File: src/design/gdad_pkg.sv
// shared types, constants and month length function for the date adder
`default_nettype none

package gdad_pkg;

   localparam int YEAR_W     = 14;
   localparam int MONTH_W    = 4;
   localparam int DAY_W      = 5;
   localparam int ADD_W      = 15;
   // running year may pass the input range while walking
   localparam int YACC_W     = 15;
   // day count: day + add + up to a year of month lengths
   localparam int REM_W      = 16;
   localparam int REQ_DATA_W = 40;
   localparam int RSP_DATA_W = 24;

   localparam logic [YEAR_W-1:0]  CYCLE_YEARS = 14'd400;
   localparam logic [YEAR_W-1:0]  CYCLE_LAST  = 14'd399;
   localparam logic [MONTH_W-1:0] MONTH_JAN   = 4'd1;
   localparam logic [MONTH_W-1:0] MONTH_FEB   = 4'd2;
   localparam logic [MONTH_W-1:0] MONTH_DEC   = 4'd12;

   typedef enum logic [2:0] {
      ST_IDLE,
      ST_REDUCE,
      ST_CHECK,
      ST_SUM,
      ST_WALK,
      ST_FIN
   } gdad_state_type;

   // commands from controller to datapath
   typedef struct packed {
      logic load;
      logic reduce;
      logic check;
      logic sum;
      logic walk_init;
      logic walk;
      logic out_load;
   } gdad_cmd_type;

   // status from datapath to controller
   typedef struct packed {
      logic cycle_ge;
      logic date_bad;
      logic sum_done;
      logic walk_more;
   } gdad_sts_type;

   // days in a month, zero for a month number that means nothing
   function automatic logic [DAY_W-1:0] month_len(input logic [MONTH_W-1:0] month,
                                                  input logic leap);
      logic [DAY_W-1:0] len;
      len = '0;
      if (month inside {4'd1, 4'd3, 4'd5, 4'd7, 4'd8, 4'd10, 4'd12}) begin
         len = 5'd31;
      end else if (month inside {4'd4, 4'd6, 4'd9, 4'd11}) begin
         len = 5'd30;
      end else if (month == MONTH_FEB) begin
         len = leap ? 5'd29 : 5'd28;
      end
      return len;
   endfunction

endpackage

`default_nettype wire

File: src/design/gregorian_date_add_days_top.sv
// Gregorian date plus day count, one request at a time.
// A request goes through 400 year reduction and a date check; a good date then gets
// the day of year sum and the month walk, one month per cycle at about 30.4 days each.
// A request is taken only while idle.
// A new request is taken while the previous result waits in the output register.
// Reset (synchronous, active high) clears the controller and result valid only.
`default_nettype none

module gregorian_date_add_days_top (
   input  wire                                  clock,
   input  wire                                  reset,
   input  wire                                  req_tvalid,
   output logic                                 req_tready,
   // start_year[13:0], start_month[17:14], start_day[22:18], days_to_add[37:23]
   input  wire [gdad_pkg::REQ_DATA_W-1:0]       req_tdata,
   output logic                                 rsp_tvalid,
   input  wire                                  rsp_tready,
   // new_year[13:0], new_month[17:14], new_day[22:18]
   output logic [gdad_pkg::RSP_DATA_W-1:0]      rsp_tdata,
   // bad_input[0]
   output logic                                 rsp_tuser
);
   import gdad_pkg::*;

   gdad_cmd_type cmd;
   gdad_sts_type sts;

   // sequencing
   gdad_ctrl u_ctrl (
      .clock      (clock),
      .reset      (reset),
      .req_tvalid (req_tvalid),
      .req_tready (req_tready),
      .rsp_tvalid (rsp_tvalid),
      .rsp_tready (rsp_tready),
      .sts        (sts),
      .cmd        (cmd)
   );

   // arithmetic and result register
   gdad_dp u_dp (
      .clock     (clock),
      .req_tdata (req_tdata),
      .cmd       (cmd),
      .sts       (sts),
      .rsp_tdata (rsp_tdata),
      .rsp_tuser (rsp_tuser)
   );

endmodule

`default_nettype wire

File: src/design/gdad_ctrl.sv
// controller state machine sequencing the date adder datapath
`default_nettype none

module gdad_ctrl (
   input  wire                   clock,
   input  wire                   reset,
   input  wire                   req_tvalid,
   output logic                  req_tready,
   output logic                  rsp_tvalid,
   input  wire                   rsp_tready,
   input  gdad_pkg::gdad_sts_type sts,
   output gdad_pkg::gdad_cmd_type cmd
);
   import gdad_pkg::*;

   gdad_state_type state_ff, state_in;
   logic           rsp_valid_ff, rsp_valid_in;
   logic           out_free;

   // result register can take a new result
   assign out_free = !rsp_valid_ff || rsp_tready;

   // next state
   always_comb begin
      state_in = state_ff;
      case (state_ff)
         ST_IDLE: begin
            if (req_tvalid) state_in = ST_REDUCE;
         end
         ST_REDUCE: begin
            if (!sts.cycle_ge) state_in = ST_CHECK;
         end
         ST_CHECK: begin
            state_in = sts.date_bad ? ST_FIN : ST_SUM;
         end
         ST_SUM: begin
            if (sts.sum_done) state_in = ST_WALK;
         end
         ST_WALK: begin
            if (!sts.walk_more) state_in = ST_FIN;
         end
         ST_FIN: begin
            if (out_free) state_in = ST_IDLE;
         end
         default: state_in = ST_IDLE;
      endcase
   end

   // commands and handshake outputs
   always_comb begin
      cmd          = '0;
      req_tready   = 1'b0;
      rsp_valid_in = rsp_valid_ff && !rsp_tready;
      case (state_ff)
         ST_IDLE: begin
            // no request taken while reset is held
            req_tready = !reset;
            cmd.load   = req_tvalid && !reset;
         end
         ST_REDUCE: begin
            cmd.reduce = sts.cycle_ge;
         end
         ST_CHECK: begin
            cmd.check = 1'b1;
         end
         ST_SUM: begin
            cmd.sum       = !sts.sum_done;
            cmd.walk_init = sts.sum_done;
         end
         ST_WALK: begin
            cmd.walk = sts.walk_more;
         end
         ST_FIN: begin
            cmd.out_load = out_free;
            if (out_free) rsp_valid_in = 1'b1;
         end
         default: begin
            cmd = '0;
         end
      endcase
   end

   assign rsp_tvalid = rsp_valid_ff;

   // state and result valid registers
   always_ff @(posedge clock) begin
      if (reset) begin
         state_ff     <= ST_IDLE;
         rsp_valid_ff <= 1'b0;
      end else begin
         state_ff     <= state_in;
         rsp_valid_ff <= rsp_valid_in;
      end
   end

endmodule

`default_nettype wire

File: src/design/gdad_dp.sv
// datapath: year cycle reduction, day of year sum and month walk
`default_nettype none

module gdad_dp (
   input  wire                                  clock,
   input  wire [gdad_pkg::REQ_DATA_W-1:0]       req_tdata,
   input  gdad_pkg::gdad_cmd_type               cmd,
   output gdad_pkg::gdad_sts_type               sts,
   output logic [gdad_pkg::RSP_DATA_W-1:0]      rsp_tdata,
   output logic                                 rsp_tuser
);
   import gdad_pkg::*;

   logic [YACC_W-1:0]  year_ff, year_in;
   logic [YEAR_W-1:0]  ycyc_ff, ycyc_in;
   logic [MONTH_W-1:0] month_ff, month_in;
   logic [DAY_W-1:0]   day_ff, day_in;
   logic [MONTH_W-1:0] m_ff, m_in;
   logic [REM_W-1:0]   rem_ff, rem_in;
   logic               bad_ff, bad_in;
   logic [RSP_DATA_W-1:0] out_data_ff, out_data_in;
   logic               out_bad_ff, out_bad_in;

   logic [YEAR_W-1:0]  req_year;
   logic [MONTH_W-1:0] req_month;
   logic [DAY_W-1:0]   req_day;
   logic [ADD_W-1:0]   req_add;
   logic               leap;
   logic [DAY_W-1:0]   len;
   logic               date_bad;

   // request fields
   assign req_year  = req_tdata[13:0];
   assign req_month = req_tdata[17:14];
   assign req_day   = req_tdata[22:18];
   assign req_add   = req_tdata[37:23];

   // leap rule on the year within its 400 year cycle
   assign leap = (ycyc_ff[1:0] == 2'b00) &&
                 !(ycyc_ff inside {14'd100, 14'd200, 14'd300});
   assign len  = month_len(m_ff, leap);

   // starting date check
   assign date_bad = (month_ff == '0) || (month_ff > MONTH_DEC) || (day_ff == '0) ||
                     (day_ff > month_len(month_ff, leap));

   // status to the controller
   always_comb begin
      sts.cycle_ge  = ycyc_ff >= CYCLE_YEARS;
      sts.date_bad  = date_bad;
      sts.sum_done  = m_ff == month_ff;
      sts.walk_more = rem_ff > {{(REM_W-DAY_W){1'b0}}, len};
   end

   // next values of the working registers
   always_comb begin
      year_in     = year_ff;
      ycyc_in     = ycyc_ff;
      month_in    = month_ff;
      day_in      = day_ff;
      m_in        = m_ff;
      rem_in      = rem_ff;
      bad_in      = bad_ff;
      out_data_in = out_data_ff;
      out_bad_in  = out_bad_ff;
      if (cmd.load) begin
         year_in  = {1'b0, req_year};
         ycyc_in  = req_year;
         month_in = req_month;
         day_in   = req_day;
         m_in     = MONTH_JAN;
         rem_in   = {{(REM_W-DAY_W){1'b0}}, req_day} + {{(REM_W-ADD_W){1'b0}}, req_add};
      end
      if (cmd.reduce) begin
         ycyc_in = ycyc_ff - CYCLE_YEARS;
      end
      if (cmd.check) begin
         bad_in = date_bad;
      end
      if (cmd.sum) begin
         rem_in = rem_ff + {{(REM_W-DAY_W){1'b0}}, len};
         m_in   = m_ff + 4'd1;
      end
      if (cmd.walk_init) begin
         m_in = MONTH_JAN;
      end
      // take one month off, rolling into the next year after december
      if (cmd.walk) begin
         rem_in = rem_ff - {{(REM_W-DAY_W){1'b0}}, len};
         if (m_ff == MONTH_DEC) begin
            m_in    = MONTH_JAN;
            year_in = year_ff + 15'd1;
            ycyc_in = (ycyc_ff == CYCLE_LAST) ? '0 : ycyc_ff + 14'd1;
         end else begin
            m_in = m_ff + 4'd1;
         end
      end
      // bad dates pass through unchanged
      if (cmd.out_load) begin
         out_bad_in = bad_ff;
         if (bad_ff) begin
            out_data_in = {1'b0, day_ff, month_ff, year_ff[YEAR_W-1:0]};
         end else begin
            out_data_in = {1'b0, rem_ff[DAY_W-1:0], m_ff, year_ff[YEAR_W-1:0]};
         end
      end
   end

   // payload registers
   always_ff @(posedge clock) begin
      year_ff     <= year_in;
      ycyc_ff     <= ycyc_in;
      month_ff    <= month_in;
      day_ff      <= day_in;
      m_ff        <= m_in;
      rem_ff      <= rem_in;
      bad_ff      <= bad_in;
      out_data_ff <= out_data_in;
      out_bad_ff  <= out_bad_in;
   end

   assign rsp_tdata = out_data_ff;
   assign rsp_tuser = out_bad_ff;

endmodule

`default_nettype wire

File: config.mk
export PLATFORM = sky130hd
export DESIGN_NAME = gregorian_date_add_days_top
export DESIGN_NICKNAME = d
export VERILOG_FILES = /design/src/design/gdad_pkg.sv /design/src/design/gregorian_date_add_days_top.sv /design/src/design/gdad_ctrl.sv /design/src/design/gdad_dp.sv
export SDC_FILE = /design/constraint.sdc
export NUM_CORES = 1
export LEC_CHECK = 0
export ABC_AREA = 1
export BUFFER_PORTS_ARGS = -buffer_cell sky130_fd_sc_hd__buf_4
export CAP_MARGIN = 10
export CORE_ASPECT_RATIO = 0.6
export CORE_MARGIN = 5
export CORE_UTILIZATION = 61
export CTS_CLUSTER_DIAMETER = 150
export DETAILED_ROUTE_END_ITERATION = 10
export PLACE_DENSITY = 0.84
export SETUP_SLACK_MARGIN = 0.2
export SYNTH_ARGS = -nofsm -noshare
export SYNTH_HDL_FRONTEND = slang
export SYNTH_SLANG_ARGS = --single-unit
File: constraint.sdc
create_clock -name clock -period 9.38 [get_ports clock]
set_clock_uncertainty 0.05 [all_clocks]
set_input_delay 0.938 -clock clock [delete_from_list [all_inputs] [get_ports clock]]
set_output_delay 0.938 -clock clock [all_outputs]
set_load 0.005 [all_outputs]
**Word-level counts from Yosys, hierarchy flattened**

Index checks and enable logic that the tools add are counted.

- Input port bits: 44
- Memory bits (read-only): 0
- Word-level logic and storage cells: 125
- Memory bits (writable): 0
- Output and inout port bits: 27
- Register bits: 88
- Memories kept: 0
- Latch bits: 0

- Divide/modulo/power cells: 0
- Reduce and logical (&&, ||, !) cells: 24
- Bitwise logic cells: 0
- Muxes and demuxes: 40
- Add/sub/neg operators: 7
- Equal/unequal tests: 39
- Multiply operators: 0
- Shifts and indexed selects: 0
- Magnitude comparators: 4

Operators with widths:

| operator | number |
|---|---|
| $mux 14 | 5 |
| $mux 16 | 3 |
| $mux 15 | 3 |
| $eq 4x4->1 const B | 10 |
| $eq 4x3->1 const B | 8 |
| $mux 5 | 6 |
| $eq 14x9->1 const B | 2 |
| $mux 23 | 1 |
| $mux 4 | 5 |
| $mux 3 | 6 |
| $pmux 3 s6 | 1 |
| $add 16x5->16 | 1 |
| $add 5x15->16 | 1 |
| $eq 4x2->1 const B | 4 |
| $gt 16x5->1 | 1 |
| $sub 16x5->16 | 1 |
| $add 15x1->15 const B | 1 |
| $add 14x1->14 const B | 1 |
| $eq 14x7->1 const B | 1 |
| $eq 14x8->1 const B | 1 |
| $ge 14x9->1 const B | 1 |
| $reduce_bool 7->1 | 2 |
| $sub 14x9->14 const B | 1 |
| $reduce_bool 4->1 | 3 |
| 21 further kinds | 45 |

**Depth between registers and ports, before layout**

- Word-level depth: 12
- Gate-level depth with buffers: 23
- Mapped depth without buffers: 22

**Cells and area by module**

A second synthesis with hierarchy kept.

- Cell total of the unflattened synthesis: 951
- Area total of the unflattened synthesis: 6692.7 sq um

Modules (own cells, without submodules):

| module | times used | area each (sq um) | sequential area each (sq um) | cells each |
|---|---|---|---|---|
| gdad_dp | 1 | 6352.3 | 2182.1 | 892 |
| gdad_ctrl | 1 | 340.3 | 80.1 | 59 |

**Least setup slack after synthesis**

Ideal clock, no wire load.

- Path kind: register to register
- Start point: reg u_dp.m_ff[0]
- End point: reg u_dp.rem_ff[0] (enable)
- Library setup time: 0.372 ns
- Path buffers: 1
- Required time: 8.958 ns
- Path slack: 5.847 ns
- Clock period less this slack: 3.533 ns
- Data arrival time: 3.112 ns
- Stages on the path, launching flop included: 21
- Cells stage by stage: edfxtp_1 ha_1 nor2_1 inv_1 nor2_1 a31oi_1 nor2_1 inv_1 nor2_1 inv_1 ha_1 buf_6 nor2_4 nand2_1 nand2_1 nand2_2 nand3_2 nand3_4 nand2_1 inv_1 nand2_1

- Word-level cells in the longest chain between the ends: 7
- Elaborated cells between the ends (all ways): 23
- Classes of those cells: order compare: 1; eq/ne: 13; mux: 5; reduce/logical: 4

RTL lines:

| element | line | RTL |
|---|---|---|
| start: declaration | gdad_dp.sv:18 | `logic [MONTH_W-1:0] m_ff, m_in;` |
| start signal: assignment | gdad_dp.sv:115 | `m_ff <= m_in;` |
| $eq 4x3->1 (tied with other cells) | gdad_pkg.sv:58 | `end else if (month inside {4'd4, 4'd6, 4'd9, 4'd11}) begin` |
| $reduce_bool 4->1 or $mux 5 (tied branches) | gdad_pkg.sv:58, gdad_pkg.sv:60 |  |
| $mux 5 | gdad_pkg.sv:58 |  |
| $mux 5 | gdad_pkg.sv:56 | `if (month inside {4'd1, 4'd3, 4'd5, 4'd7, 4'd8, 4'd10, 4'd12}) begin` |
| $gt 16x5->1 | gdad_dp.sv:52 | `sts.walk_more = rem_ff > {{(REM_W-DAY_W){1'b0}}, len};` |
| $mux 1 | gdad_ctrl.sv:54 | `case (state_ff)` |
| $reduce_bool 3->1 (no line) * | -- |  |
| end signal: assignment | gdad_dp.sv:116 | `rem_ff <= rem_in;` |
| end: declaration | gdad_dp.sv:19 | `logic [REM_W-1:0] rem_ff, rem_in;` |

Every way passes the cells marked *; elsewhere a longest branch is shown, timed or not.
A chain may end at the register's enable or synchronous reset.

**Worst setup path after layout**

- Start point: reg u_dp.m_ff[0]
- End point: reg u_dp.rem_ff[15] (enable)

The elaborated chain is that of the path after synthesis.

==> results.sh <==
export IMPL_synthDistinctLibCells=44
export IMPL_fin_nets=1006
export IMPL_tightest_slew_ps=805
export IMPL_p_clk_share_pct=16.7
export IMPL_path_class="register to register"
export IMPL_p_int_mw=1.14
export IMPL_layout_commonest_cell="nand2_1"
export IMPL_finalSetupViolCount=0
export IMPL_synth_seq_cells=86
export IMPL_vias=5949
export IMPL_grt_pass1_vias=5314
export IMPL_r2r_slack_ps=4680
export IMPL_wl_per_cell_um=15.4
export IMPL_synth_edf_count=54
export IMPL_grt_setup_unrepaired="no"
export IMPL_syn_nets=952
export IMPL_coreArea_um2=9980
export IMPL_grt_usage_pct=26.9
export IMPL_fp_dieW_um=141
export IMPL_hp_start="u_dp.year_ff[12]$_DFF_P_"
export IMPL_netlist_instances=872
export IMPL_drtIter0Drc=592
export IMPL_cts_setup_buffers=0
export IMPL_drv_cap=0
export IMPL_cp_required_ps=9230
export IMPL_min_delay_path_class="register to register"
export IMPL_cts_tree="done"
export IMPL_final_layout_size_suffix_gt1_share_pct=12.0
export IMPL_cts_resized=0
export IMPL_cts_max_level=3
export IMPL_yosys_warnings=0
export IMPL_routabilityCongestion=0.979
export IMPL_grt_max_degree=46
export IMPL_crit_path_end_kind="register"
export IMPL_peakVddDrop_uv=160
export IMPL_n_antenna_cell=0
export IMPL_crit_path_max_incr_delay_ps=520
export IMPL_core_rowCount=28
export IMPL_holdBufCountCts=0
export IMPL_fin_util_pct=71.4
export IMPL_layout_common_cells="nand2_1, inv_1, nand3_1"
export IMPL_path_common_cell="inv_1"
export IMPL_period_share_pct=50.1
export IMPL_reg2reg_to="u_dp.rem_ff[15]$_DFFE_PP_"
export IMPL_crit_chain="ha_1 -> nor2_1 -> inv_1 -> nor2_1 -> a31oi_1 -> nor2_1 -> inv_1 -> nor2_1 -> inv_1 -> ha_1 -> inv_1 -> a21oi_2 -> nand2_1 -> nand2_2 -> nand3_2 -> nand3_4 -> nand2_1 -> inv_1 -> nand2_1"
export IMPL_synth_area_um2=6300
export IMPL_avgViaCountPerCell=5.58
export IMPL_pin_count=71
export IMPL_reg2reg_from="u_dp.m_ff[0]$_DFFE_PP_"
export IMPL_dr_pass1_iters=5
export IMPL_path_clk_slew_ps=70
export IMPL_die_y_um=88.7
export IMPL_relSlewSlack_pct=46.2
export IMPL_p_leak_nw=3.40
export IMPL_numCtsBuffers=9
export IMPL_cts_buffer_depth=2
export IMPL_hpwl_um=12700
export IMPL_p_per_area_nw_per_um2=302
export IMPL_cp_max_fo=25
export IMPL_avgSynthCellArea_um2=7.22
export IMPL_hold_violations=0
export IMPL_max_freq_mhz=213
export IMPL_start_kind="register"
export IMPL_min_to="u_dp.rsp_tdata[12]$_DFFE_PP_"
export IMPL_cts_sinks=86
export IMPL_ant_nets=0
export IMPL_antenna_found_initial=0
export IMPL_clk_insertion_delay_late_ps=340
export IMPL_pwr_share_seq_pct=32.9
export IMPL_cp_data_arrival_time_ps=4550
export IMPL_fin_setup_tns_ps=0
export IMPL_synth_ff_type="edfxtp_1"
export IMPL_place_ws_ps=4790
export IMPL_outcome="complete, no violations"
export IMPL_finalCriticalPeriod_ps=4700
export IMPL_io_buffers=67
export IMPL_combPwrFrac_pct=50.4
export IMPL_drc=0
export IMPL_power_switching_mw=1.02
export IMPL_dieArea_um2=12500
export IMPL_start_util_pct=63.1
export IMPL_swShare_pct=47.3
export IMPL_layout_setup_ws_ps=4680
export IMPL_grt_overflow=0
export IMPL_wirelength_um=16500
export IMPL_cts_root_buf="clkbuf_16"
export IMPL_critical_path_slowest_cell="nand2_1"
export IMPL_grt_pass1_wl_um=26700
export IMPL_r2r_cells=19
export IMPL_drv_slew=0
export IMPL_async_reset_ff_share_pct=0
export IMPL_seq_area_frac_synth_pct=35.9
export IMPL_area_growth_pct=13.1
export IMPL_min_path_cells=0
layer usage:
layer  global-route usage (%)  wire (um)  up-vias
met5                        0          0        -
met4                     4.93        104        0
met3                     7.45       1640       14
met2                     39.0       6700      270
met1                     40.3       8020     2701
li1                         -          -     2964
sequential cells by signal, indices dropped and copies added, names as in the netlist:
name / flops
u_ctrl.rsp_tvalid: 1
u_dp.rsp_tdata: 23
u_dp.m_ff: 4
u_dp.rem_ff: 16
u_dp.bad_ff: 1
u_dp.month_ff: 4
u_dp.day_ff: 5
u_dp.ycyc_ff: 14
u_dp.year_ff: 14
u_dp.rsp_tuser: 1
u_ctrl.state_ff: 3
worst max-delay path, delay by kind of cell, from the launching register on:
family	cells	cell delay (ps)
buffers and inverters	5	640
and+or+nand+nor	10	2070
DFF	1	500
AOI/OAI and AO/OA	2	210
adders and majority gates	2	770
logic make-up after synthesis:
logic type,count (synthesis),synth area share (%)
AO/OA/AOI/OAI,115,9.97
buffers and inverters,131,8.86
AND/OR/NAND/NOR,457,31.2
adder cells (fa/ha/maj),36,7.51
XOR/XNOR,45,6.26
other,1,0.0595
flip-flops,86,35.9
multiplexers,1,0.179
final cells by class:
type | instances | area (um^2)
sequential | 86 | 2260
multi-input combinational | 655 | 3480
inverter | 105 | 397
tap | 135 | 169
timing repair buffer | 69 | 518
fill | 829 | 2860
clock buffer | 9 | 225
clock inverter | 7 | 70.1
cells in the mapped netlist (2+ instances only):
cell / n / area (um^2)
buf_4: 7 / 52.6
o21ai_0: 52 / 260
o211ai_1: 2 / 15.0
nor2_2: 4 / 25.0
inv_1: 100 / 375
a21oi_1: 25 / 125
dfxtp_1: 32 / 641
o22ai_1: 2 / 12.5
fa_1: 3 / 60.1
nand2_1: 255 / 957
a31oi_1: 4 / 25.0
or2_2: 5 / 31.3
inv_2: 4 / 15.0
nor3_1: 15 / 75.1
o21a_1: 5 / 37.5
xor2_1: 35 / 307
a21o_1: 3 / 22.5
o21ai_1: 15 / 75.1
nor2_1: 72 / 270
nand4_1: 13 / 81.3
nor4_1: 2 / 12.5
edfxtp_1: 54 / 1620
nand3_1: 79 / 395
nand2_2: 3 / 18.8
nand3b_1: 3 / 22.5
clkbuf_1: 4 / 15.0
buf_2: 12 / 60.1
buf_6: 3 / 33.8
nor3_2: 2 / 20.0
ha_1: 33 / 413
xnor2_1: 10 / 87.6
o31ai_1: 2 / 15.0
power groups by stage:
| stage | Clock (mW) | Sequential (mW) | Combinational (mW) |
|---|---|---|---|
| floorplan | 0 | 0.653 | 0.857 |
| global placement | 0 | 0.705 | 1.02 |
| detailed placement | 0 | 0.711 | 1.05 |
| CTS | 0.360 | 0.703 | 1.06 |
| global route | 0.378 | 0.724 | 1.22 |
| finish | 0.360 | 0.709 | 1.09 |
per-stage QoR:
step	cells	cell area (um^2)	hold slack (ps)	total power [mW]
6_report	1066	7130	401	2.16
5_1_grt	1066	7130	426	2.32
4_1_cts	1066	7130	399	2.13
3_5_place_dp	1050	6830	382	1.76
3_3_place_gp	1050	6830	363	1.72
2_1_floorplan	872	6300	356	1.51
worst max-delay path by stage:
stage	startpoint	end	depth (start not counted)	slack [ps]
finish	u_dp.m_ff[0]$_DFFE_PP_	u_dp.rem_ff[15]$_DFFE_PP_	19	4680
global route	u_dp.m_ff[1]$_DFFE_PP_	u_dp.rem_ff[15]$_DFFE_PP_	20	4250
CTS	u_dp.m_ff[0]$_DFFE_PP_	u_dp.rem_ff[15]$_DFFE_PP_	19	4750
detailed placement	u_dp.m_ff[0]$_DFFE_PP_	u_dp.rem_ff[2]$_DFFE_PP_	19	4790
global placement	u_dp.m_ff[0]$_DFFE_PP_	u_dp.rem_ff[2]$_DFFE_PP_	19	4890
floorplan	u_dp.m_ff[0]$_DFFE_PP_	u_dp.rem_ff[0]$_DFFE_PP_	20	5850
(Power assumes the default switching activity.)
